==> src/rtl/fursq_pkg.sv <==
// ----------------------------------------------------------------------------
// fursq_pkg: shared types and constants for the unary rounding and root unit
// Holds the operation codes, the pipeline word carried between cells and the
// stage count of the square-root cell chain.
// ----------------------------------------------------------------------------
package fursq_pkg;

    // Operation codes.
    localparam logic [2:0] MODE_ABS     = 3'd0;
    localparam logic [2:0] MODE_NEG     = 3'd1;
    localparam logic [2:0] MODE_CEIL    = 3'd2;
    localparam logic [2:0] MODE_FLOOR   = 3'd3;
    localparam logic [2:0] MODE_TRUNC   = 3'd4;
    localparam logic [2:0] MODE_NEAREST = 3'd5;
    localparam logic [2:0] MODE_SQRT    = 3'd6;

    // One root bit per cell: 54 root bits for binary64 (mb + 2).
    localparam int NCELL = 54;
    // Radicand width: 2 * NCELL bits.
    localparam int RW = 2 * NCELL;
    // Remainder width: root bits + 2.
    localparam int REMW = NCELL + 2;

    // Word handed from cell to cell.
    typedef struct packed {
        logic            vld;
        logic            bypass;     // result already known, root not used
        logic [63:0]     res;        // bypass result
        logic            dbl;
        logic [11:0]     rexp;       // biased result exponent
        logic [RW-1:0]   rad;        // radicand, consumed two bits a cell
        logic [REMW-1:0] rem;        // partial remainder
        logic [NCELL-1:0] q;         // partial root
    } cell_word_t;

endpackage

==> src/rtl/fursq_back.sv <==
// ----------------------------------------------------------------------------
// fursq_back: root rounding and result packing
// Rounds the 54-bit root to nearest even, packs the result and holds it in
// the output register.
// ----------------------------------------------------------------------------
module fursq_back (
    input  logic                  clk,
    input  logic                  rst_n,
    input  logic                  en,
    input  fursq_pkg::cell_word_t din,
    output logic                  out_vld,
    output logic [63:0]           out_res
);

    logic        vld_reg;
    logic [63:0] res_reg;
    logic [63:0] res_next;
    logic [53:0] q;
    logic [53:0] sig;
    logic [11:0] rexp;
    logic        rem_nz;
    logic        rbit;

    // For binary32 the root was taken on a significand scaled by 2^29, so its
    // top 25 bits hold the single-precision root and the rest adds to sticky.
    always_comb
    begin
        q      = din.q;
        rexp   = din.rexp;
        rem_nz = din.rem != '0;
        if (din.dbl)
        begin
            rbit = q[0];
            sig  = {1'b0, q[53:1]};
            if (rbit && (rem_nz || sig[0]))
            begin
                sig = sig + 54'd1;
            end
            if (sig[53])
            begin
                sig  = sig >> 1;
                rexp = rexp + 12'd1;
            end
            res_next = {1'b0, rexp[10:0], sig[51:0]};
        end
        else
        begin
            rbit   = q[29];
            rem_nz = rem_nz || (q[28:0] != 29'd0);
            sig    = {30'd0, q[53:30]};
            if (rbit && (rem_nz || sig[0]))
            begin
                sig = sig + 54'd1;
            end
            if (sig[24])
            begin
                sig  = sig >> 1;
                rexp = rexp + 12'd1;
            end
            res_next = {32'd0, 1'b0, rexp[7:0], sig[22:0]};
        end
        if (din.bypass)
        begin
            res_next = din.res;
        end
    end

    always_ff @(posedge clk or negedge rst_n)
    begin
        if (!rst_n)
        begin
            vld_reg <= 1'b0;
        end
        else if (en)
        begin
            vld_reg <= din.vld;
        end
    end

    always_ff @(posedge clk)
    begin
        if (en)
        begin
            res_reg <= res_next;
        end
    end

    assign out_vld = vld_reg;
    assign out_res = res_reg;

endmodule

==> config.mk <==
export PLATFORM = sky130hd
export DESIGN_NAME = fursq_back
export DESIGN_NICKNAME = d
export VERILOG_FILES = /design/src/rtl/fursq_pkg.sv /design/src/rtl/fursq_back.sv
export SDC_FILE = /design/constraint.sdc
export NUM_CORES = 1
export LEC_CHECK = 0
export BUFFER_PORTS_ARGS = -buffer_cell sky130_fd_sc_hd__buf_2
export CAP_MARGIN = 20
export CORE_MARGIN = 4
export CORE_UTILIZATION = 25
export CTS_BUF_LIST = sky130_fd_sc_hd__clkbuf_4
export DETAILED_ROUTE_END_ITERATION = 10
export GPL_TIMING_DRIVEN = 1
export HOLD_SLACK_MARGIN = 0.12
export PLACE_DENSITY_LB_ADDON = 0.12
export SLEW_MARGIN = 30
export SYNTH_ARGS = -nofsm -noshare
export SYNTH_HDL_FRONTEND = slang
export SYNTH_SLANG_ARGS = --single-unit
export TNS_END_PERCENT = 50
==> constraint.sdc <==
create_clock -name clk -period 1.6 [get_ports clk]
set_input_delay 0.32 -clock clk [delete_from_list [all_inputs] [get_ports clk]]
set_output_delay 0.32 -clock clk [all_outputs]
set_load 0.005 [all_outputs]
Yosys cells after proc, flatten, opt, wreduce, memory -nomap -nowiden --
Cells that the tools add are included.
Storage, ports and cells: register bits after elaboration 65, latch bits 0, memory bits (writable) 0, ROM bits 0, bits of input ports 300, output and inout bits 65, logic and storage cells 22, memories 0
Cells by class: $add $sub $neg 3, multipliers 0, divide/modulo/power cells 0, magnitude comparators 0, eq/ne operators 0, shift operators 0, multiplexer cells 10, bitwise gates (word level) 0, reduce and logical (&&, ||, !) cells 7
Operators with widths (number):
- 2-to-1 mux 54 bit | 2
- 2-to-1 mux 64 bit | 1
- 2-to-1 mux 63 bit | 1
- nonzero test 56 bit | 1
- adder 53 x 1 -> 54 bit (second input constant) | 1
- 2-to-1 mux 52 bit | 1
- 2-to-1 mux 25 bit | 2
- nonzero test 29 bit | 1
- adder 24 x 1 -> 25 bit (second input constant) | 1
- 2-to-1 mux 23 bit | 1
- adder 11 x 1 -> 11 bit (second input constant) | 1
- 2-to-1 mux 11 bit | 1
- 2-to-1 mux 8 bit | 1
- logical OR 1 bit | 3
- logical AND 1 bit | 2

Depth between registers and ports, before layout --
depth after elaboration 9, mapped depth 9, gate-level depth less buffers 8

Worst setup path before layout --
OpenSTA, ideal clock, no wires.
path kind input to register, from in din[30] (netlist name), to reg res_reg[27], in the netlist out_res[27] (data pin), arrival 2.167 ns, setup slack -0.828 ns, stages 8, cell sequence ha_1 nand3_2 nor3_4 nand4b_4 a311oi_4 nand2_1 xnor2_1 a221o_1
Between the ends: longest elaborated chain between the ends 7, elaborated cells between the ends (all ways) 12
RTL lines:
- start, declared | line fursq_back.sv:10 | input fursq_pkg::cell_word_t din,
- branches (longest 5 deep; another with adder 53 x 1 -> 54 bit)
- 2-to-1 mux 63 bit (*) | line fursq_back.sv:31 | if (din.dbl)
- 2-to-1 mux 64 bit (*) | line fursq_back.sv:62 | if (din.bypass)
- named net res_next[27] | line fursq_back.sv:17 | logic [63:0] res_next;
- end signal, assigned | line fursq_back.sv:84 | res_reg <= res_next;
- end, declared | line fursq_back.sv:16 | logic [63:0] res_reg;
Mark *: on every way through the listed nets, which the timed path passes. The select of a mux whose other input is x is not followed. A chain may end at the register's enable or synchronous reset.

Worst setup path in the final report --
from in din[5] (netlist name), to reg res_reg[44], in the netlist out_res[44] (data pin)
Between the ends: longest elaborated chain between the ends 6
RTL lines:
- adder 53 x 1 -> 54 bit | line fursq_back.sv:37 | sig = sig + 54'd1;
- 2-to-1 mux 54 bit | line fursq_back.sv:35 | if (rbit && (rem_nz || sig[0]))
- 2-to-1 mux 54 bit | line fursq_back.sv:31
- 2-to-1 mux 52 bit | line fursq_back.sv:39 | if (sig[53])
- 2-to-1 mux 63 bit | line fursq_back.sv:31
- 2-to-1 mux 64 bit | line fursq_back.sv:62
- named net res_next[44] | line fursq_back.sv:17
The timed path passes the listed nets, and every way through them passes these cells. The select of a mux whose other input is x is not followed.

==> impl_results.md <==
- Final hold vios: 0
- Sequential cell area fraction in the yosys report: 37.5%
- 1st-iter DRT viols: 270
- Tightest Hold Check Type: in -> reg
- Syn. warnings: 0
- IR drop worst, VDD: 0.000257 V
- Final #Nets: 1387
- Dpl ws: -0.985 ns
- Max H-tree Level: 3
- Most frequent cells in the layout: 233 x buf_2, 219 x buf_4, 75 x nand2_1, 64 x edfxtp_1, 45 x buf_6
- Number of synthesized register bits: 65
- Status: finished with violations
- Avg Synthesized Cell Area: 8.88 um2
- Initial antenna violation count: 2
- TritonCTS buffer count: 9
- RSZ-0062 raised after global routing: yes
- Final ANT Viol Nets: 0
- Ys flop type: edfxtp_1
- Worst-case clock buffer depth: 2
- Initial Util: 25.5%
- Normalized max-slew margin: 65.0%
- Remaining Overflow, GRT: 0
- Syn Inst Count: 585
- # rows: 52
- Clock Pin Slew Worst Setup and Hold Paths: 0.10 ns
- Die area: 23100 um2
- Post-synth EDFFs: 64
- Mapped Nets: 888
- Post-Route WL: 25400 um
- Number of fill cells: 1965
- P&R area growth vs syn: 93.3%
- Setup ws final: -0.365 ns
- Core Box Area: 20400 um2
- Die Span X: 152 um
- Library cells used by synthesis: 64
- Ratio of cells with drive above 1 in the final layout: 61.9%
- Vias in the first global route: 6815
- Avg WL per Cell: 18.7 um
- RD Place Congestion: 0.897
- Root Driver: clkbuf_4
- HPWL after detailed placement: 20200 um
- Worst skew pair latency: 0.43 ns
- Setup TNS: -16.28 ns
- CP Data Arrival Time: 2.16 ns
- Fmax: 0.509 GHz
- Power Total: 4.79 mW
- Async set-reset flop share out of synthesis: 1.54%
- MaxCap Viol Count: 0
- Tmin final: 1.97 ns
- WHS: 0.163 ns
- Post-Syn Area: 5190 um2
- Total GRT Usage: 20.7%
- Power Density: 477 nW/um2
- Drt drc: 0
- Die boundary height: 152 um
- Largest net degree at the start of global routing: 30
- IO buf count: 255
- Setup crit end kind: flop
- Area of the multi-input gates: 4020 um2
- Number of I/O pins: 365
- Final Cycle Share: 123%
- Worst Tran Pin Value: 0.523 ns
- Most common cell after layout, fill and taps aside: buf_2
- Vias: 6642
- Clock Skews: 0 ns
- Vias/cell: 4.89
- Kind of critical path: in -> reg
- CTS tree: yes
- Clock sink count: 65
- Critical Path RT: 1.80 ns
- Failing checks: negative setup slack
- First-pass GRT wire length: 38100 um
- Pleak: 4.39 nW
- Startpoint Class: primary input
- Area taken by flip-flops and latches: 1950 um2
- Pre-Repair DR Iteration Count: 5
- CP max FO: 5
- Slew Limit Fails: 0
- Final setup viols: 63
## per-layer routing
layer  wire length [um]  up-vias  GRT usage, %  share of wire, %
met3               1540       26          3.92               6.1
met2              12500      231          35.7                49
met4                326        2          3.94               1.3
met5                 13        -             0             0.051
met1              11000     3160          27.4                43
li1                   -     3223             -                 -
## state kept, by name, indices dropped and copies added, names as in the netlist
signal   flops
out_vld      1
out_res     64
## power breakdown
| part | switching [mW] | leakage, nW | internal [mW] |
|---|---|---|---|
| clock | 0.611 | 0.0680 | 0.493 |
| combinational | 0.770 | 3.69 | 0.807 |
| sequential | 0.0489 | 0.634 | 2.06 |
## area by class of cell
cell class | instances | area share, %
clock inverter | 4 | 0.449
inverter | 12 | 0.449
clock buffer | 11 | 0.822
sequential | 65 | 19.4
timing repair buffer | 512 | 35.5
multi-input combinational | 484 | 40.0
tap | 270 | 3.36
antenna | 1 | 0.0249
## logic make-up after synthesis
logic type,Yosys count,share of synthesized area (%)
and+or+nand+nor,274,27.7
buffers and inverters,37,3.01
xor gates and xnor gates,71,12.0
AOI/OAI and AO/OA,129,17.9
muxes,6,1.20
DFF,65,37.5
adders and majority gates,3,0.723
## through the flow
step / utilization (%) / std cells / area, um2
3_3_place_gp: 41.0 / 1289 / 8350
6_report: 49.3 / 1359 / 10000
5_1_grt: 49.3 / 1359 / 10000
4_1_cts: 46.5 / 1336 / 9480
3_5_place_dp: 41.0 / 1289 / 8350
2_1_floorplan: - / 585 / 5290
## Yosys cell counts (7+ instances only)
master	instances	share of area, %
o211ai_1	12	1.7
inv_1	12	0.87
clkbuf_1	15	1.1
xnor2_1	26	4.4
and3_1	14	1.7
a221o_1	11	2.1
a21oi_1	16	1.5
edfxtp_1	64	37
buf_2	7	0.67
xor2_1	45	7.6
nor2_1	37	2.7
a311oi_1	7	1.2
and2_1	7	0.84
o21ai_0	35	3.4
nor3_1	13	1.3
nand3_1	23	2.2
a22oi_1	7	1.0
nand2_1	96	6.9
nand4_1	30	3.6
nor4_1	26	3.1
## path summary, 6_finish.rpt
| path | start | to | slack (ns) | cells past startpoint |
|---|---|---|---|---|
| min | din[294] | out_res[63] | 0.16 | 2 |
| max | din[5] | out_res[44] | -0.37 | 11 |
| max reg2reg | out_vld | out_vld | 0.86 | 1 |
| min in group asynchronous | rst_n | out_vld | 0.18 | 2 |
| max in group asynchronous | rst_n | out_vld | 1.33 | 2 |
| min reg2reg | out_vld | out_vld | 0.51 | 1 |
## timing repair
action | in CTS | in global routing
resized for setup | 171 | 91
pin swaps | 80 | 63
hold buffers | 4 | 0
endpoints found under the setup margin | 63 | 63
endpoints found under the hold margin | 4 | 0
setup buffers | 29 | 21
cloned | 2 | 2
## worst max-delay path, cell delays in order
cell	delay, ns
buf_6	0.07
nand4_1	0.16
nor4_4	0.27
buf_4	0.19
nand4_1	0.22
a211oi_4	0.34
buf_6	0.20
buf_4	0.11
nand2_1	0.05
xor2_1	0.15
o21ai_1	0.07
Power figures use the tool's default switching activity.
