File: config.mk
export PLATFORM = sky130hd
export DESIGN_NAME = fursq_cell
export DESIGN_NICKNAME = d
export VERILOG_FILES = /design/src/rtl/fursq_pkg.sv /design/src/rtl/fursq_cell.sv
export SDC_FILE = /design/constraint.sdc
export NUM_CORES = 1
export LEC_CHECK = 0
export ABC_CLOCK_PERIOD_IN_PS = 1000
export CAP_MARGIN = 10
export CORE_MARGIN = 5
export CORE_UTILIZATION = 30
export DETAILED_ROUTE_END_ITERATION = 10
export DONT_BUFFER_PORTS = 1
export PLACE_DENSITY = 0.52
export SETUP_SLACK_MARGIN = 0.1
export SYNTH_ARGS = -nofsm -noshare
export SYNTH_HDL_FRONTEND = slang
export SYNTH_SLANG_ARGS = --single-unit
File: constraint.sdc
create_clock -name clk -period 1 [get_ports clk]
set_clock_uncertainty 0.15 [all_clocks]
set_input_delay 0.3 -clock clk [delete_from_list [all_inputs] [get_ports clk]]
set_output_delay 0.3 -clock clk [all_outputs]
set_load 0.05 [all_outputs]
File: src/rtl/fursq_pkg.sv
// ----------------------------------------------------------------------------
// fursq_pkg: shared types and constants for the unary rounding and root unit
// Holds the operation codes, the pipeline word carried between cells and the
// stage count of the square-root cell chain.
// ----------------------------------------------------------------------------
package fursq_pkg;

    // Operation codes.
    localparam logic [2:0] MODE_ABS     = 3'd0;
    localparam logic [2:0] MODE_NEG     = 3'd1;
    localparam logic [2:0] MODE_CEIL    = 3'd2;
    localparam logic [2:0] MODE_FLOOR   = 3'd3;
    localparam logic [2:0] MODE_TRUNC   = 3'd4;
    localparam logic [2:0] MODE_NEAREST = 3'd5;
    localparam logic [2:0] MODE_SQRT    = 3'd6;

    // One root bit per cell: 54 root bits for binary64 (mb + 2).
    localparam int NCELL = 54;
    // Radicand width: 2 * NCELL bits.
    localparam int RW = 2 * NCELL;
    // Remainder width: root bits + 2.
    localparam int REMW = NCELL + 2;

    // Word handed from cell to cell.
    typedef struct packed {
        logic            vld;
        logic            bypass;     // result already known, root not used
        logic [63:0]     res;        // bypass result
        logic            dbl;
        logic [11:0]     rexp;       // biased result exponent
        logic [RW-1:0]   rad;        // radicand, consumed two bits a cell
        logic [REMW-1:0] rem;        // partial remainder
        logic [NCELL-1:0] q;         // partial root
    } cell_word_t;

endpackage

File: src/rtl/fursq_cell.sv
// ----------------------------------------------------------------------------
// fursq_cell: one restoring square-root step
// Takes the next two radicand bits, forms one root bit and registers the
// word for the next cell.
// ----------------------------------------------------------------------------
module fursq_cell (
    input  logic                   clk,
    input  logic                   rst_n,
    input  logic                   en,
    input  fursq_pkg::cell_word_t  din,
    output fursq_pkg::cell_word_t  dout
);

    fursq_pkg::cell_word_t word_reg;
    fursq_pkg::cell_word_t word_next;
    logic [fursq_pkg::REMW-1:0] rem_sh;
    logic [fursq_pkg::REMW-1:0] trial;

    // Shift in a bit pair and try subtracting 4q+1.
    always_comb
    begin
        word_next = din;
        rem_sh = {din.rem[fursq_pkg::REMW-3:0], din.rad[fursq_pkg::RW-1 -: 2]};
        trial = {din.q, 2'b01};
        word_next.rad = {din.rad[fursq_pkg::RW-3:0], 2'b00};
        if (rem_sh >= trial)
        begin
            word_next.rem = rem_sh - trial;
            word_next.q = {din.q[fursq_pkg::NCELL-2:0], 1'b1};
        end
        else
        begin
            word_next.rem = rem_sh;
            word_next.q = {din.q[fursq_pkg::NCELL-2:0], 1'b0};
        end
    end

    // Stage register.
    always_ff @(posedge clk or negedge rst_n)
    begin
        if (!rst_n)
        begin
            word_reg <= '0;
        end
        else if (en)
        begin
            word_reg <= word_next;
        end
    end

    assign dout = word_reg;

endmodule

# After elaboration in Yosys (flattened, before gate mapping)
# Index checks and enable logic that the tools add are counted.
# W data, S select, Z words.
# word_totals
out_inout_bits,297
ff_bits,295
word_cells,11
inputBits,300
# classes
addsub,1
n_lt_le_gt_ge,1
muxes,1
# op_table
operator,n
$mux W110,1
$ge A56 B56 Y1,1
$sub A56 B56 Y56,1

# Logic depth before layout (Yosys ltp)
# Gate-level depths: netlist of the first run.
# logic_depth
depth_word,2
ltp_mapped,14
depth_no_buf,11

# Least setup slack after synthesis of the first run
# OpenSTA, ideal clock, no wires.
# synth_path
path_kind,input -> register
start,input port din[0] (netlist bit)
end,register word_reg (netlist bit dout[109])
required_time_ps,719
t_arrival_ps,2470
path_buffers,1
setup_ps,131
path_slack_ps,-1751
cell_stages,12
cell_sequence,inv_1 -> ha_1 -> nor2b_2 -> o31ai_4 -> a211oi_2 -> or3_4 -> o211ai_2 -> nand2_1 -> nand2_1 -> buf_4 -> o221ai_1 -> or3_1
# synth_via
elab_chain_cells,2
elab_cells_between_ends,3
classes_between,1 x add/sub; 1 x order compare; 1 x mux
# synth_lines
item,line_no,source
start: declaration,fursq_cell.sv:10,"input fursq_pkg::cell_word_t din,"
$sub A56 B56 Y56 or $ge A56 B56 Y1 (tied branches),"fursq_cell.sv:28, fursq_cell.sv:26",
$mux W110 *,fursq_cell.sv:26,if (rem_sh >= trial)
end signal: assignment,fursq_cell.sv:47,word_reg <= word_next;
end: declaration,fursq_cell.sv:14,fursq_pkg::cell_word_t word_reg;
# Mark *: on every way between the ends. The rest lies on a longest branch, timed or not.
# A chain may end at the register's enable or synchronous reset.

# Final worst setup path of the first run
# layout_path
start,input port din[18] (netlist bit)
end,register word_reg (netlist bit dout[103])
# Same word-level chain as after synthesis.

==> results by stage, run 1 <==
Outcome:
- The run finished, with violations left.
- The final reports fail on negative hold slack, negative setup slack.

Final layout:
- From synthesis to final layout, the design area changed by 103.2%.
- In the final layout, the share of cells above drive strength 1 is 64.81%.
- Leaving out fill and tap cells, the most frequent cell in the layout is sky130_fd_sc_hd__dfrtp_2.
- The layout net count is 2611.
- Leaving out filler cells and counting taps, the final layout contains 2967.
- The number of filler instances in the final layout is 3654.
- The top cell types in the final layout, fill and taps aside, are sky130_fd_sc_hd__dfrtp_2, sky130_fd_sc_hd__dlygate4sd3_1, sky130_fd_sc_hd__buf_12, sky130_fd_sc_hd__buf_4, sky130_fd_sc_hd__mux2_4.
- The register with the most flip-flops in the layout has 295 of them.

Critical path:
- The slowest stage of the critical path is the sky130_fd_sc_hd__o31ai_1 cell.
- In this run the critical register-to-register path is captured at dout[109]$_DFFE_PN0P_.
- The critical path data required time is 1.27 ns.
- Tracing the worst setup path back leads to its startpoint at din[18].
- Among the stages of the critical path, the cell type that occurs most often is sky130_fd_sc_hd__buf_4.
- In this run the number of cells on the critical path is 13.
- The worst setup path is launched from an input port.
- The arrival time at the worst endpoint is 2.58 ns.
- The startpoint identified for the worst register-to-register timing path is dout[109]$_DFFE_PN0P_.
- The worst setup path endpoint is dout[103]$_DFFE_PN0P_.
- The largest delay contributor family on the critical path is compound AO/OA/AOI/OAI gates.
- The kind of capture point of the worst setup path is a flop.
- The worst setup path is of the input port to flop kind.
- The path depth of the worst reg2reg path is 3.
- The critical path goes through inv_6 > ha_4 > buf_4 > nand2_1 > o31ai_1 > buf_4 > nand3_1 > a211o_1 > a31o_4 > nand2_2 > o41ai_4 > mux2i_1 > a311o_1.
- The number of buffers and inverters on the critical path is 3.
- The delay of the slowest cell on the worst path is 0.32 ns.
- Across all register-to-register paths, the minimum setup slack is -0.23 ns.
- Of all nets on the critical path, the largest fanout is 5.

Yosys:
- The average cell area after synthesis is 11.01 µm².
- The cell area after synthesis is 0.01538 mm².
- The synthesized netlist contains 83 unique library cells.
- Among all flip-flop cells after synthesis, the most frequent one is sky130_fd_sc_hd__dfrtp_1.
- The cell accounting for the most synthesized area is sky130_fd_sc_hd__dfrtp_1.
- The sequential area share after synthesis is 48.01%.
- For this run, the number of Yosys warnings is 0.
- The count of flip-flops with a built-in enable after synthesis is 0.
- By area the synthesized netlist is led by sky130_fd_sc_hd__dfrtp_1, sky130_fd_sc_hd__mux2_2, sky130_fd_sc_hd__ha_1.
- The number of instances in the synthesized netlist is 1396.
- The fraction of registers with async set or reset after synthesis is 100.0%.
- Of the post-synthesis cell area, the dominant cell type holds 48.01%.
- The synthesized design contains 295 register bits.

Pwr:
- The leakage power is 13.50 nW.
- IR analysis of the VDD net gives a maximum drop of 1.341 mV.
- Power spread over the standard cell area amounts to 1605 mW/mm².

CTS:
- Clock tree synthesis selected as its root buffer the cell sky130_fd_sc_hd__clkbuf_16.
- At the later pin of the worst-skew pair, clock insertion delay measures 0.55 ns.
- The total CTS buffers is 38.
- The clock tree from TritonCTS is yes.
- The clock-pin slew reported for the worst setup and hold paths after clock tree synthesis is 0.06 ns.
- The clock passes through at most 3 buffers.
- Counting every sink on the clock net gives 295.
- The number of H-tree levels is 2.

STA:
- The number of hold-slack violations in the final timing report was 393.
- The post-route worst setup slack is -1.314 ns.
- The count of pins over their slew limit came to 0.
- Final hold analysis gives a worst-case slack of -0.7109 ns.
- Setup violations remaining at the end of the flow were counted as 442.
- The maximum clock frequency is 432.1 MHz.
- The worst pin sits at a relative slew slack of 29.60%.
- Setup repair after global routing could not meet its margin everywhere.
- Dividing the final minimum period by the clock period gives 231.4%.
- The final period demand of the worst path is 2.314 ns.
- The slew of the pin with the lowest slew margin is 1.056 ns.

Drt:
- The post-route antenna net violation count is 0.
- The final layout contains routed wiring with a total length of 69.98 mm.
- After detailed routing, the average wire length per cell comes to 23.59 µm.
- The number of DRC markers in iteration 0 is 1035.
- The total iterations of the first detailed-routing run is 5.
- The ratio of routed vias to standard cells is 4.974.
- The number of remaining DRC errors is 0.
- The final route contains 14760 vias.

Global route:
- The first global-routing pass estimated 100.7 mm of wire.
- Global routing finished with a remaining overflow of 0.
- The number of global-route vias before repair is 15970.
- The largest net degree at the start of global routing is 360.
- The global-route usage over all layers is 23.01%.
- The initial antenna violation count came to 4.

Die:
- The die width is 236.4 µm.
- Pin placement for this block handled 597 I/O pins.
- The total die area is 0.05588 mm².
- The floorplan core area is 0.05109 mm².
- The initial core utilization is 30.09%.
- The floorplan step set the die height to 236.4 µm.
- The floorplan has 83 rows.

Place:
- The congestion estimate from routability-driven global placement came to 0.8878.
- The port buffer count is 0.
- The number of placed cells counting well taps is 2520.
- Once detailed placement completed, the half-perimeter wirelength came to 45.84 mm.
- OpenSTA, run right after detailed placement, puts the worst setup slack at -2.107 ns.

Worst hold path:
- The min-delay analysis places its worst path in the category input port to asynchronous set/reset pin.

Run:
- The number of max-capacitance violations reported is 0.
==> repair_timing <==
action | in CTS | in global routing
hold buffers | 279 | 6
pin swaps | 136 | 66
endpoints found under the setup margin | 590 | 590
endpoints found under the hold margin | 590 | 590
gates cloned | 6 | 0
gates resized for setup | 272 | 160
setup buffers | 50 | 39
==> logic make-up after synthesis <==
logic type | count (synthesis) | share of synthesized area, %
AO/OA/AOI/OAI | 279 | 12.31
adder cells (fa/ha/maj) | 56 | 4.557
XOR/XNOR | 41 | 2.335
other | 1 | 0.02439
multiplexers | 247 | 18.05
flip-flops | 295 | 48.01
AND/OR/NAND/NOR | 323 | 10.22
buffers and inverters | 154 | 4.492
==> cell usage after synthesis (all sizes together), types with 3 or more instances <==
master,instances
dfrtp,295
mux2,242
nand2,110
nor2,82
inv,70
a21oi,65
ha,56
o21ai,50
a31oi,49
clkbuf,45
buf,39
xnor2,30
a21o,28
nand3,26
nor2b,18
nand4,17
nor3,15
a211oi,12
and3,12
and2,11
o31ai,11
xor2,11
nand2b,9
o211ai,9
o21a,7
and4,6
mux2i,5
or3,5
a31o,4
a41oi,4
nand3b,4
o21bai,4
o22ai,4
a311o,3
o311ai,3
o41ai,3
==> per-stage QoR <==
step	area (µm²)	TNS, ns	total power [mW]	util (%)
2_1_floorplan	17270	-169.14	24.34	-
3_3_place_gp	24320	-113.95	32.01	47.60
3_5_place_dp	24320	-115.63	32.17	47.60
4_1_cts	30120	-244.11	49.29	58.95
5_1_grt	31240	-252.45	51.85	61.13
6_report	31240	-242.29	50.15	61.15
==> where the power goes <==
group          switching [mW]  internal (mW)
combinational            9.59           10.5
sequential               1.97           13.6
clock                    5.55           8.95
==> worst min path at each step <==
stage                     start  slack [ns]              endpoint
after floorplan           rst_n       -0.15   dout[0]$_DFFE_PN0P_
after global placement    rst_n       -0.13  dout[84]$_DFFE_PN0P_
after detailed placement  rst_n       -0.13  dout[84]$_DFFE_PN0P_
after CTS                 rst_n       -0.73  dout[84]$_DFFE_PN0P_
after global routing      rst_n       -0.73  dout[29]$_DFFE_PN0P_
final                     rst_n       -0.71  dout[90]$_DFFE_PN0P_
==> routing by layer <==
metal	routed length, µm	GRT usage, %	vias up	part of all wire, %
met2	36760	41.75	540	53
met1	26510	26.18	7383	38
met4	2173	7.661	0	3.1
met5	0	0	-	0
li1	-	-	6713	-
met3	4542	6.208	123	6.5
==> cell type report <==
class / count / area (µm²) / area share (%)
clock inverters: 12 / 190.2 / 0.6087
multi-input cells: 950 / 9654 / 30.90
repair buffers: 900 / 11300 / 36.17
well taps: 680 / 850.8 / 2.723
flip-flops and latches: 295 / 7750 / 24.80
clock buffers: 55 / 1136 / 3.636
diodes: 5 / 12.51 / 0.04005
inverters: 70 / 347.8 / 1.113
Note: power is estimated with default switching activity, not from simulation.
==> inputs of run 2 (changes only) <==
--- a/config.mk
+++ b/config.mk
@@ -5,6 +5,7 @@
 export SDC_FILE = /design/constraint.sdc
 export NUM_CORES = 1
 export LEC_CHECK = 0
+export ABC_AREA = 1
 export ABC_CLOCK_PERIOD_IN_PS = 1000
 export CAP_MARGIN = 10
 export CORE_MARGIN = 5
==> run 2 against run 1 <==
The flow finishes with violations (negative hold slack, max-slew violations, negative setup slack). Cell count grew 30%. First-iteration DRC count decreased by 15%. Register-to-register slack improved by 0.19 ns. Sequential share of layout area increased by 3.4 points. Sequential cell count unchanged. Critical path depth shrank 1. Combinational power down 38%. Global-route usage is 1.2 points higher. Sequential power increased by 16%. Clock-buffer cell count decreased by 5. Critical path type unchanged. Critical endpoint is now dout[65]$_DFFE_PN0P_. Largest power group is now sequential cells. Highest routed layer unchanged.
==> results by stage, run 2 <==
Outcome:
- The flow ran to the end, but the final reports show violations.
- The final reports fail on negative hold slack, max-slew violations, negative setup slack.

CTS:
- The clock latency on the worst-skew pair is 0.57 ns (+0.02 ns).
- The CTS root buffer is sky130_fd_sc_hd__clkbuf_16.
- The number of clock sinks is 295 (unchanged).
- The total CTS buffers was 36 (-5.3%).
- The maximum number of buffers from clock root to sink came to 3 (unchanged).
- The clock tree from TritonCTS is yes.
- The clock-pin slew reported for the worst setup and hold paths after clock tree synthesis was 0.06 ns (about the same).
- The number of H-tree levels was 2 (unchanged).

Final layout:
- The core utilization of the finished layout is 49.19% (-12 points).
- Leaving out fill and tap cells, the most frequent cell in the layout is sky130_fd_sc_hd__nand2_1.
- The area added between synthesis and finish is 62.51%.
- The flip-flop count of the largest register, all copies and words added came to 295 (unchanged).
- The non-filler instance count after layout is 3850 (+30%).
- The fraction of final layout cells sized beyond drive strength 1 came to 36.70% (-28 points).
- The layout net count is 3421 (+31%).
- The library cells used most frequently in the layout, excluding fill and tap cells, are sky130_fd_sc_hd__nand2_1, sky130_fd_sc_hd__inv_1, sky130_fd_sc_hd__dfrtp_2, sky130_fd_sc_hd__dlygate4sd3_1, sky130_fd_sc_hd__buf_4.
- The area of all placed cells without fillers is 0.02768 mm² (-11%).

Yosys:
- The count of flip-flops with a built-in enable after synthesis is 0 (unchanged).
- The synthesis-stage register bit count is 295 (unchanged).
- In the post-synthesis netlist, the cell with the most instances is sky130_fd_sc_hd__nand2_1.
- In the synthesized netlist the dominant register cell turns out to be sky130_fd_sc_hd__dfrtp_1.
- The number of distinct library cell variants in the gate-level netlist after synthesis was 30 (-64%).
- The number of instances in the synthesized netlist is 2544 (+82%).
- Yosys attributes the largest share of cell area to sky130_fd_sc_hd__dfrtp_1, sky130_fd_sc_hd__nand2_1, sky130_fd_sc_hd__inv_1.
- The cell area after synthesis came to 0.01703 mm² (+11%).
- The commonest cells after synthesis are sky130_fd_sc_hd__nand2_1, sky130_fd_sc_hd__inv_1, sky130_fd_sc_hd__dfrtp_1.
- The area share of the largest cell type after synthesis is 43.34% (-4.7 points).
- The yosys synthesis warning count is 0 (unchanged).
- The average cell area after synthesis is 6.696 µm² (-39%).
- The cell accounting for the most synthesized area is sky130_fd_sc_hd__dfrtp_1.
- The sequential area share after synthesis is 43.34% (-4.7 points).
- The fraction of registers with async set or reset after synthesis is 100.0% (unchanged).

Place:
- The final estimated routing congestion in global placement is 0.9469 (+6.7%).
- The port buffer count is 0 (unchanged).
- The estimated wirelength of the detail-placed design is 58.59 mm (+28%).
- The number of placed cells counting well taps was 3495 (+39%).
- The pre-CTS setup slack is -1.490 ns (+0.6168 ns).
- The total placed instance area came to 0.02217 mm² (-8.8%).

STA:
- The tightest slew margin relative to the limit came to -6.078% (-36 points).
- The count of pins over their slew limit came to 47 (+47).
- The slew of the pin with the lowest slew margin is 1.591 ns (+0.5351 ns).
- The maximum clock frequency is 572.7 MHz (+33%).
- The ratio of final minimum period to clock period was 174.6% (-57 points).
- The final period demand of the worst path came to 1.746 ns (-0.5681 ns).
- The aggregate negative setup slack came to -204.49 ns (+37.80 ns).
- The number of hold-slack violations in the final timing report came to 441 (+12%).
- The post-route worst setup slack was -0.7461 ns (+0.5681 ns).
- The final setup violation count was 357 (-19%).
- Setup repair after global routing could not meet its margin everywhere.
- The worst slack on hold paths is -0.7177 ns (-0.006841 ns).

Drt:
- The number of DRC markers in iteration 0 was 880 (-15%).
- The average detailed-routed wire length per instance is 20.56 µm (-13%).
- The total iterations of the first detailed-routing run is 5 (unchanged).
- The detailed-route wire length is 79.17 mm (+13%).
- The post-route antenna net violation count is 0 (unchanged).
- The number of remaining DRC errors is 0 (unchanged).
- The via count is 17870 (+21%).
- The ratio of routed vias to standard cells is 4.640 (-6.7%).

Pwr:
- The post-layout total power is 44.08 mW (-12%).
- The internal power is 27.33 mW (-17%).
- The part of the total power dissipated in the clock network is 30.9% (+2.0 points).
- The leakage power came to 13.94 nW (+3.2%).
- The sequential cell fraction of total power is 41.1% (+10 points).
- The worst supply voltage drop on vdd came to 1.328 mV (-0.93%).
- The total power density per cell area is 1593 mW/mm² (-0.79%).
- The net switching share of the total power came to 38.01% (+3.9 points).
- The share of total power in combinational logic was 28.0% (-12 points).
- The net switching power was 16.76 mW (-2.1%).

Critical path:
- The critical path data required time is 1.30 ns (+0.03 ns).
- The kind of capture point of the worst setup path is a flop.
- The worst setup path is of the input port to flop kind.
- The arrival time at the worst endpoint is 2.04 ns (-0.54 ns).
- The worst-path maximum fanout was 7 (+2).
- The worst setup path is launched from an input port.

Die:
- The die boundary height came to 248.3 µm (+5.0%).
- The total die area came to 0.06165 mm² (+10%).
- The initial core utilization was 30.27% (+0.17 points).
- The total number of placement rows is 87 (+4.8%).
- The floorplan core area is 0.05628 mm² (+10%).
- The number of ports placed on the die boundary is 597 (unchanged).
- The die width is 248.3 µm (+5.0%).

Global route:
- The global-route wire length before repair is 114.0 mm (+13%).
- The global-route usage over all layers was 24.23% (+1.2 points).
- The largest net degree at the start of global routing is 296 (-18%).
- The initial antenna violation count is 4 (unchanged).
- The number of global-route vias before repair is 18490 (+16%).
- The total congestion overflow after global routing is 0 (unchanged).

Run:
- The number of max-capacitance violations reported is 0 (unchanged).

Worst hold path:
- In this run the worst hold path is classified as input port to asynchronous set/reset pin.
-- run 2: cell types whose count changed in the layout (fill, tap and decap cells not counted), moves of 79 or more --
cell / delta
sky130_fd_sc_hd__nand2_2: +132
sky130_fd_sc_hd__mux2_4: -163
sky130_fd_sc_hd__inv_1: +260
sky130_fd_sc_hd__buf_12: -182
sky130_fd_sc_hd__mux2_2: -79
sky130_fd_sc_hd__nand2_1: +1051
-- run 2: routing by layer --
metal  up-vias  global-route usage, %  part of all wire, %
li1       8698                      -                    -
met1      8466                  26.85                   37
met2       550                  42.99                   50
met3       151                  5.536                  6.7
met4         0                  13.40                  6.3
met5         -                      0                    0
-- run 2: final cells by class --
| class | instances | area, µm² |
|---|---|---|
| Clock inverter | 13 | 173.9 |
| Sequential cell | 295 | 7804 |
| Inverter | 372 | 1509 |
| Multi-Input combinational cell | 1791 | 9966 |
| Timing Repair Buffer | 569 | 6230 |
| Antenna cell | 4 | 10.01 |
| Clock buffer | 50 | 1044 |
| Fill cell | 5348 | 28600 |
| Tap cell | 756 | 945.9 |
-- run 2: logic make-up after synthesis --
kind of cell	share of synthesized area (%)
AND/OR/NAND/NOR	38.01
buffers and inverters	10.49
flip-flops	43.34
AO/OA/AOI/OAI	2.740
adder cells (fa/ha/maj)	4.113
XOR/XNOR	1.285
other	0.02202
-- run 2: worst max-delay path: stages --
cell and delay (ns):
sky130_fd_sc_hd__clkinvlp_4 0.14, sky130_fd_sc_hd__ha_4 0.34, sky130_fd_sc_hd__buf_6 0.10, sky130_fd_sc_hd__nand4_1 0.08, sky130_fd_sc_hd__nor2_1 0.16, sky130_fd_sc_hd__nand4_1 0.20
sky130_fd_sc_hd__nand3_4 0.18, sky130_fd_sc_hd__buf_12 0.18, sky130_fd_sc_hd__buf_12 0.17, sky130_fd_sc_hd__nand2_4 0.05, sky130_fd_sc_hd__nand3_2 0.06, sky130_fd_sc_hd__nand2_2 0.07
-- run 2: power by group through the flow --
| stage | clock network (mW) | registers, mW | logic [mW] |
|---|---|---|---|
| finish | 13.6 | 18.1 | 12.4 |
| global route | 14.5 | 18.2 | 13.3 |
| CTS | 14.0 | 18.1 | 12.0 |
| detailed placement | 0 | 18.3 | 10.1 |
| global placement | 0 | 18.2 | 9.98 |
| floorplan | 0 | 18.8 | 4.96 |
-- run 2: path summary, 6_finish.rpt --
path / startpoint / to / slack, ns / cells past startpoint
hold / removal: rst_n / dout[87]$_DFFE_PN0P_ / -0.72 / 0
setup / recovery: din[1] / dout[65]$_DFFE_PN0P_ / -0.75 / 12
setup reg to reg: dout[275]$_DFFE_PN0P_ / dout[275]$_DFFE_PN0P_ / -0.04 / 2
max in group asynchronous: rst_n / dout[85]$_DFFE_PN0P_ / 0.01 / 0
min in group clk: en / dout[285]$_DFFE_PN0P_ / -0.27 / 2
hold reg to reg: dout[87]$_DFFE_PN0P_ / dout[87]$_DFFE_PN0P_ / 0.36 / 2
-- run 2: repair_timing --
item                                   4_1_cts  5_1_grt
setup endpoints to repair                  537      540
hold buffers                               256        1
pin swaps                                   29      168
setup buffers                               21        3
gates cloned                                 5        2
gates resized for setup                    189      200
endpoints found under the hold margin      590      536
==> inputs of run 3 (changes only) <==
==> config.mk (replaced) <==
export PLATFORM = sky130hd
export DESIGN_NAME = fursq_cell
export DESIGN_NICKNAME = d
export VERILOG_FILES = /design/src/rtl/fursq_pkg.sv /design/src/rtl/fursq_cell.sv
export SDC_FILE = /design/constraint.sdc
export NUM_CORES = 1
export LEC_CHECK = 0
export ABC_AREA = 1
export ABC_CLOCK_PERIOD_IN_PS = 2200
export CAP_MARGIN = 10
export CORE_AREA = 5 5 231 233
export DETAILED_ROUTE_END_ITERATION = 10
export DIE_AREA = 0 0 236 238
export DONT_BUFFER_PORTS = 1
export PLACE_DENSITY = 0.54
export SETUP_SLACK_MARGIN = 0.5
export SYNTH_ARGS = -nofsm -noshare
export SYNTH_HDL_FRONTEND = slang
export SYNTH_SLANG_ARGS = --single-unit
==> constraint.sdc (replaced) <==
create_clock -name clk -period 2.2 [get_ports clk]
set_clock_uncertainty 0.15 [all_clocks]
set_input_delay 0.66 -clock clk [delete_from_list [all_inputs] [get_ports clk]]
set_output_delay 0.66 -clock clk [all_outputs]
set_load 0.05 [all_outputs]
==> run 3 against run 2 <==
The flow finishes with violations (negative hold slack, negative setup slack). Combinational power shrank 73%. Total power shrank 59%. Cell count shrank 11%. Design area down 20%. Global-route usage fell by 0.27 points. Sequential share of layout area is 6.9 points higher. Hold slack improved by 0.38 ns. Die area down 8.9%. Clock-buffer cell count grew 2. Sequential power shrank 52%. Sequential cell count unchanged. Wire length down 11%. Largest cell class unchanged.
==> results by stage, run 3 (synthesis results as in run 2) <==
Drt:
- The via count was 16150 (-9.6%).
- The total iterations of the first detailed-routing run is 5 (unchanged).
- The post-route antenna net violation count is 0 (unchanged).
- The number of DRC markers in iteration 0 was 901 (+2.4%).
- The detailed-route wire length is 70.33 mm (-11%).
- The number of remaining DRC errors came to 0 (unchanged).
- The average detailed-routed wire length per instance is 20.63 µm (+0.33%).
- The ratio of routed vias to standard cells is 4.737 (+2.1%).

STA:
- The worst slack on hold paths is -0.3393 ns (+0.3785 ns).
- The count of pins over their slew limit came to 0 (-100%).
- The tightest slew margin relative to the limit is 29.51% (+36 points).
- The slew of the pin with the lowest slew margin is 1.057 ns (-0.5338 ns).
- The maximum clock frequency is 445.6 MHz.
- The number of hold-slack violations in the final timing report was 295 (-33%).
- The final period demand of the worst path is 2.244 ns.
- Dividing the final minimum period by the clock period gives 102.0%.
- The post-route worst setup slack is -0.04405 ns (+0.7020 ns).
- Setup repair after global routing could not meet its margin everywhere.
- The final setup violation count came to 26 (-93%).

Pwr:
- The worst supply voltage drop on vdd is 0.7865 mV (-41%).
- The internal power is 11.12 mW (-59%).
- The leakage power is 11.62 nW (-17%).
- The post-layout total power came to 18.04 mW (-59%).
- The part of the total power dissipated in the clock network came to 32.9% (+2.0 points).
- The sequential cell fraction of total power is 48.3% (+7.2 points).
- The share of total power in combinational logic is 18.8% (-9.2 points).
- The total power density per cell area is 816.1 mW/mm² (-49%).
- The net switching power was 6.914 mW (-59%).
- The net switching share of the total power is 38.34% (+0.33 points).

Final layout:
- Leaving out fill and tap cells, the most frequent cells in the layout are sky130_fd_sc_hd__nand2_1, sky130_fd_sc_hd__inv_1, sky130_fd_sc_hd__dfrtp_2, sky130_fd_sc_hd__buf_4, sky130_fd_sc_hd__nor2_1.
- The flip-flop count of the largest register, all copies and words added came to 295 (unchanged).
- The layout net count is 3056 (-11%).
- The most frequent standard cell in the layout excluding fill and tap cells is sky130_fd_sc_hd__nand2_1.
- The storage element area is 0.007760 mm² (-0.56%).
- From synthesis to final layout, the design area changed by 29.74%.
- The area of the multi-input gates is 0.009025 mm² (-9.4%).
- The fraction of final layout cells sized beyond drive strength 1 is 28.21% (-8.5 points).
- The number of filler instances in the final layout was 5295 (-0.99%).

Critical path:
- STA classifies the critical path endpoint as a flop.
- The worst-path maximum fanout was 8 (+1).
- The signal on the critical path passes through clkinvlp_4 > buf_12 > ha_4 > a21oi_2 > o21ai_2 > a21oi_2 > nand2_2 > a21oi_4 > nand3_4 > buf_12 > clkbuf_16 > nand2_2 > nand3_2 > nand2_1.
- The critical path data required time is 2.52 ns (+1.22 ns).
- The worst setup path is of the input port to flop kind.
- The delay of the slowest cell on the worst path is 0.23 ns (-0.11 ns).
- The worst setup path is launched from an input port.
- The largest individual stage delay along the critical path comes from the cell sky130_fd_sc_hd__ha_4.
- The arrival time at the worst endpoint is 2.56 ns (+0.52 ns).

CTS:
- The number of clock sinks is 295 (unchanged).
- The number of H-tree levels came to 2 (unchanged).
- The total CTS buffers is 35 (-2.8%).
- The clock-pin slew reported for the worst setup and hold paths after clock tree synthesis is 0.06 ns (about the same).
- The maximum number of buffers from clock root to sink is 3 (unchanged).
- The clock tree from TritonCTS is yes.
- The clock latency on the worst-skew pair came to 0.54 ns (-0.03 ns).
- The root buffer cell chosen for the clock tree is sky130_fd_sc_hd__clkbuf_16.

Die:
- The total die area came to 0.05617 mm² (-8.9%).
- The die boundary height is 238 µm (-4.1%).
- The initial core utilization is 33.41% (+3.1 points).
- The die width is 236 µm (-4.9%).
- The floorplan core area is 0.05099 mm² (-9.4%).
- The total number of placement rows is 83 (-4.6%).
- The number of ports placed on the die boundary is 597 (unchanged).

Global route:
- The number of global-route vias before repair is 15880 (-14%).
- The global-route usage over all layers is 23.97% (-0.27 points).
- The initial antenna violation count was 5 (+1).
- The total congestion overflow after global routing was 0 (unchanged).
- The largest net degree at the start of global routing came to 296 (unchanged).
- The global-route wire length before repair is 103.1 mm (-9.6%).

Worst hold path:
- The worst hold path belongs to the class input port to asynchronous set/reset pin.

Place:
- The pre-CTS setup slack was -0.6819 ns (+0.8080 ns).
- The final estimated routing congestion in global placement is 1.006 (+6.2%).
- The port buffer count is 0 (unchanged).
- The estimated wirelength of the detail-placed design came to 56.45 mm (-3.7%).

Outcome:
- The final reports fail on negative hold slack, negative setup slack.
- The flow ran to the end, but the final reports show violations.

Run:
- The number of max-capacitance violations reported is 0 (unchanged).
==> run 3: area by class of cell <==
type,instances,area share (%)
repair buffers,205,8.119
inverters,372,6.749
diodes,3,0.03397
well taps,680,3.850
clock inverters,11,0.7247
multi-input cells,1791,40.84
clock buffers,52,4.575
flip-flops and latches,295,35.11
==> run 3: path summary, 6_finish.rpt <==
check	from	to	slack, ns	depth (start not counted)
worst max-delay path	din[53]	dout[102]$_DFFE_PN0P_	-0.04	14
worst min-delay path	rst_n	dout[89]$_DFFE_PN0P_	-0.34	0
worst max register to register	dout[2]$_DFFE_PN0P_	dout[2]$_DFFE_PN0P_	1.18	2
worst min register to register	dout[227]$_DFFE_PN0P_	dout[227]$_DFFE_PN0P_	0.51	3
max in group asynchronous	rst_n	dout[2]$_DFFE_PN0P_	1.28	0
min in group clk	din[143]	dout[145]$_DFFE_PN0P_	0.09	2
==> run 3: power groups by stage <==
stage	Clock [mW]	Combinational [mW]	Sequential, mW
final	5.94	3.39	8.71
after global placement	0	3.15	8.68
after global routing	6.36	3.81	8.75
after floorplan	0	2.15	8.42
after CTS	6.12	3.28	8.69
after detailed placement	0	3.19	8.68
==> run 3: per-layer routing <==
metal | track usage (%) | vias up | wire length, µm
li1 | - | 7970 | -
met1 | 28.01 | 7542 | 27020
met2 | 41.51 | 524 | 34610
met3 | 7.166 | 106 | 5671
met4 | 9.483 | 6 | 2974
met5 | 0 | - | 46
==> run 3: timing repair <==
| action | CTS | global route |
|---|---|---|
| endpoints found under the hold margin | 295 | 295 |
| gates resized for setup | 237 | 136 |
| buffers inserted | 6 | 1 |
| pin swaps | 3 | 13 |
| gates cloned | 1 | 2 |
| endpoints found under the setup margin | 352 | 352 |
==> run 3: stage by stage <==
step,setup TNS (ns),std cells,hold slack [ns],util (%),instance area (µm²)
finish,-0.3099,3409,-0.3393,43.34,22100
global route,-6.013,3408,-0.3764,43.34,22100
CTS,-2.259,3403,-0.3659,42.55,21700
detailed placement,-35.22,3333,0.2271,39.42,20100
global placement,-33.24,3333,0.2281,39.42,20100
floorplan,-5.762,2545,0.2144,-,18150
==> run 3: critical path: cells and delay by family <==
kind,cells,cell delay (ns)
buffers and inverters,4,0.70
and+or+nand+nor,5,0.46
AOI/OAI and AO/OA,4,0.51
adders and majority gates,1,0.23
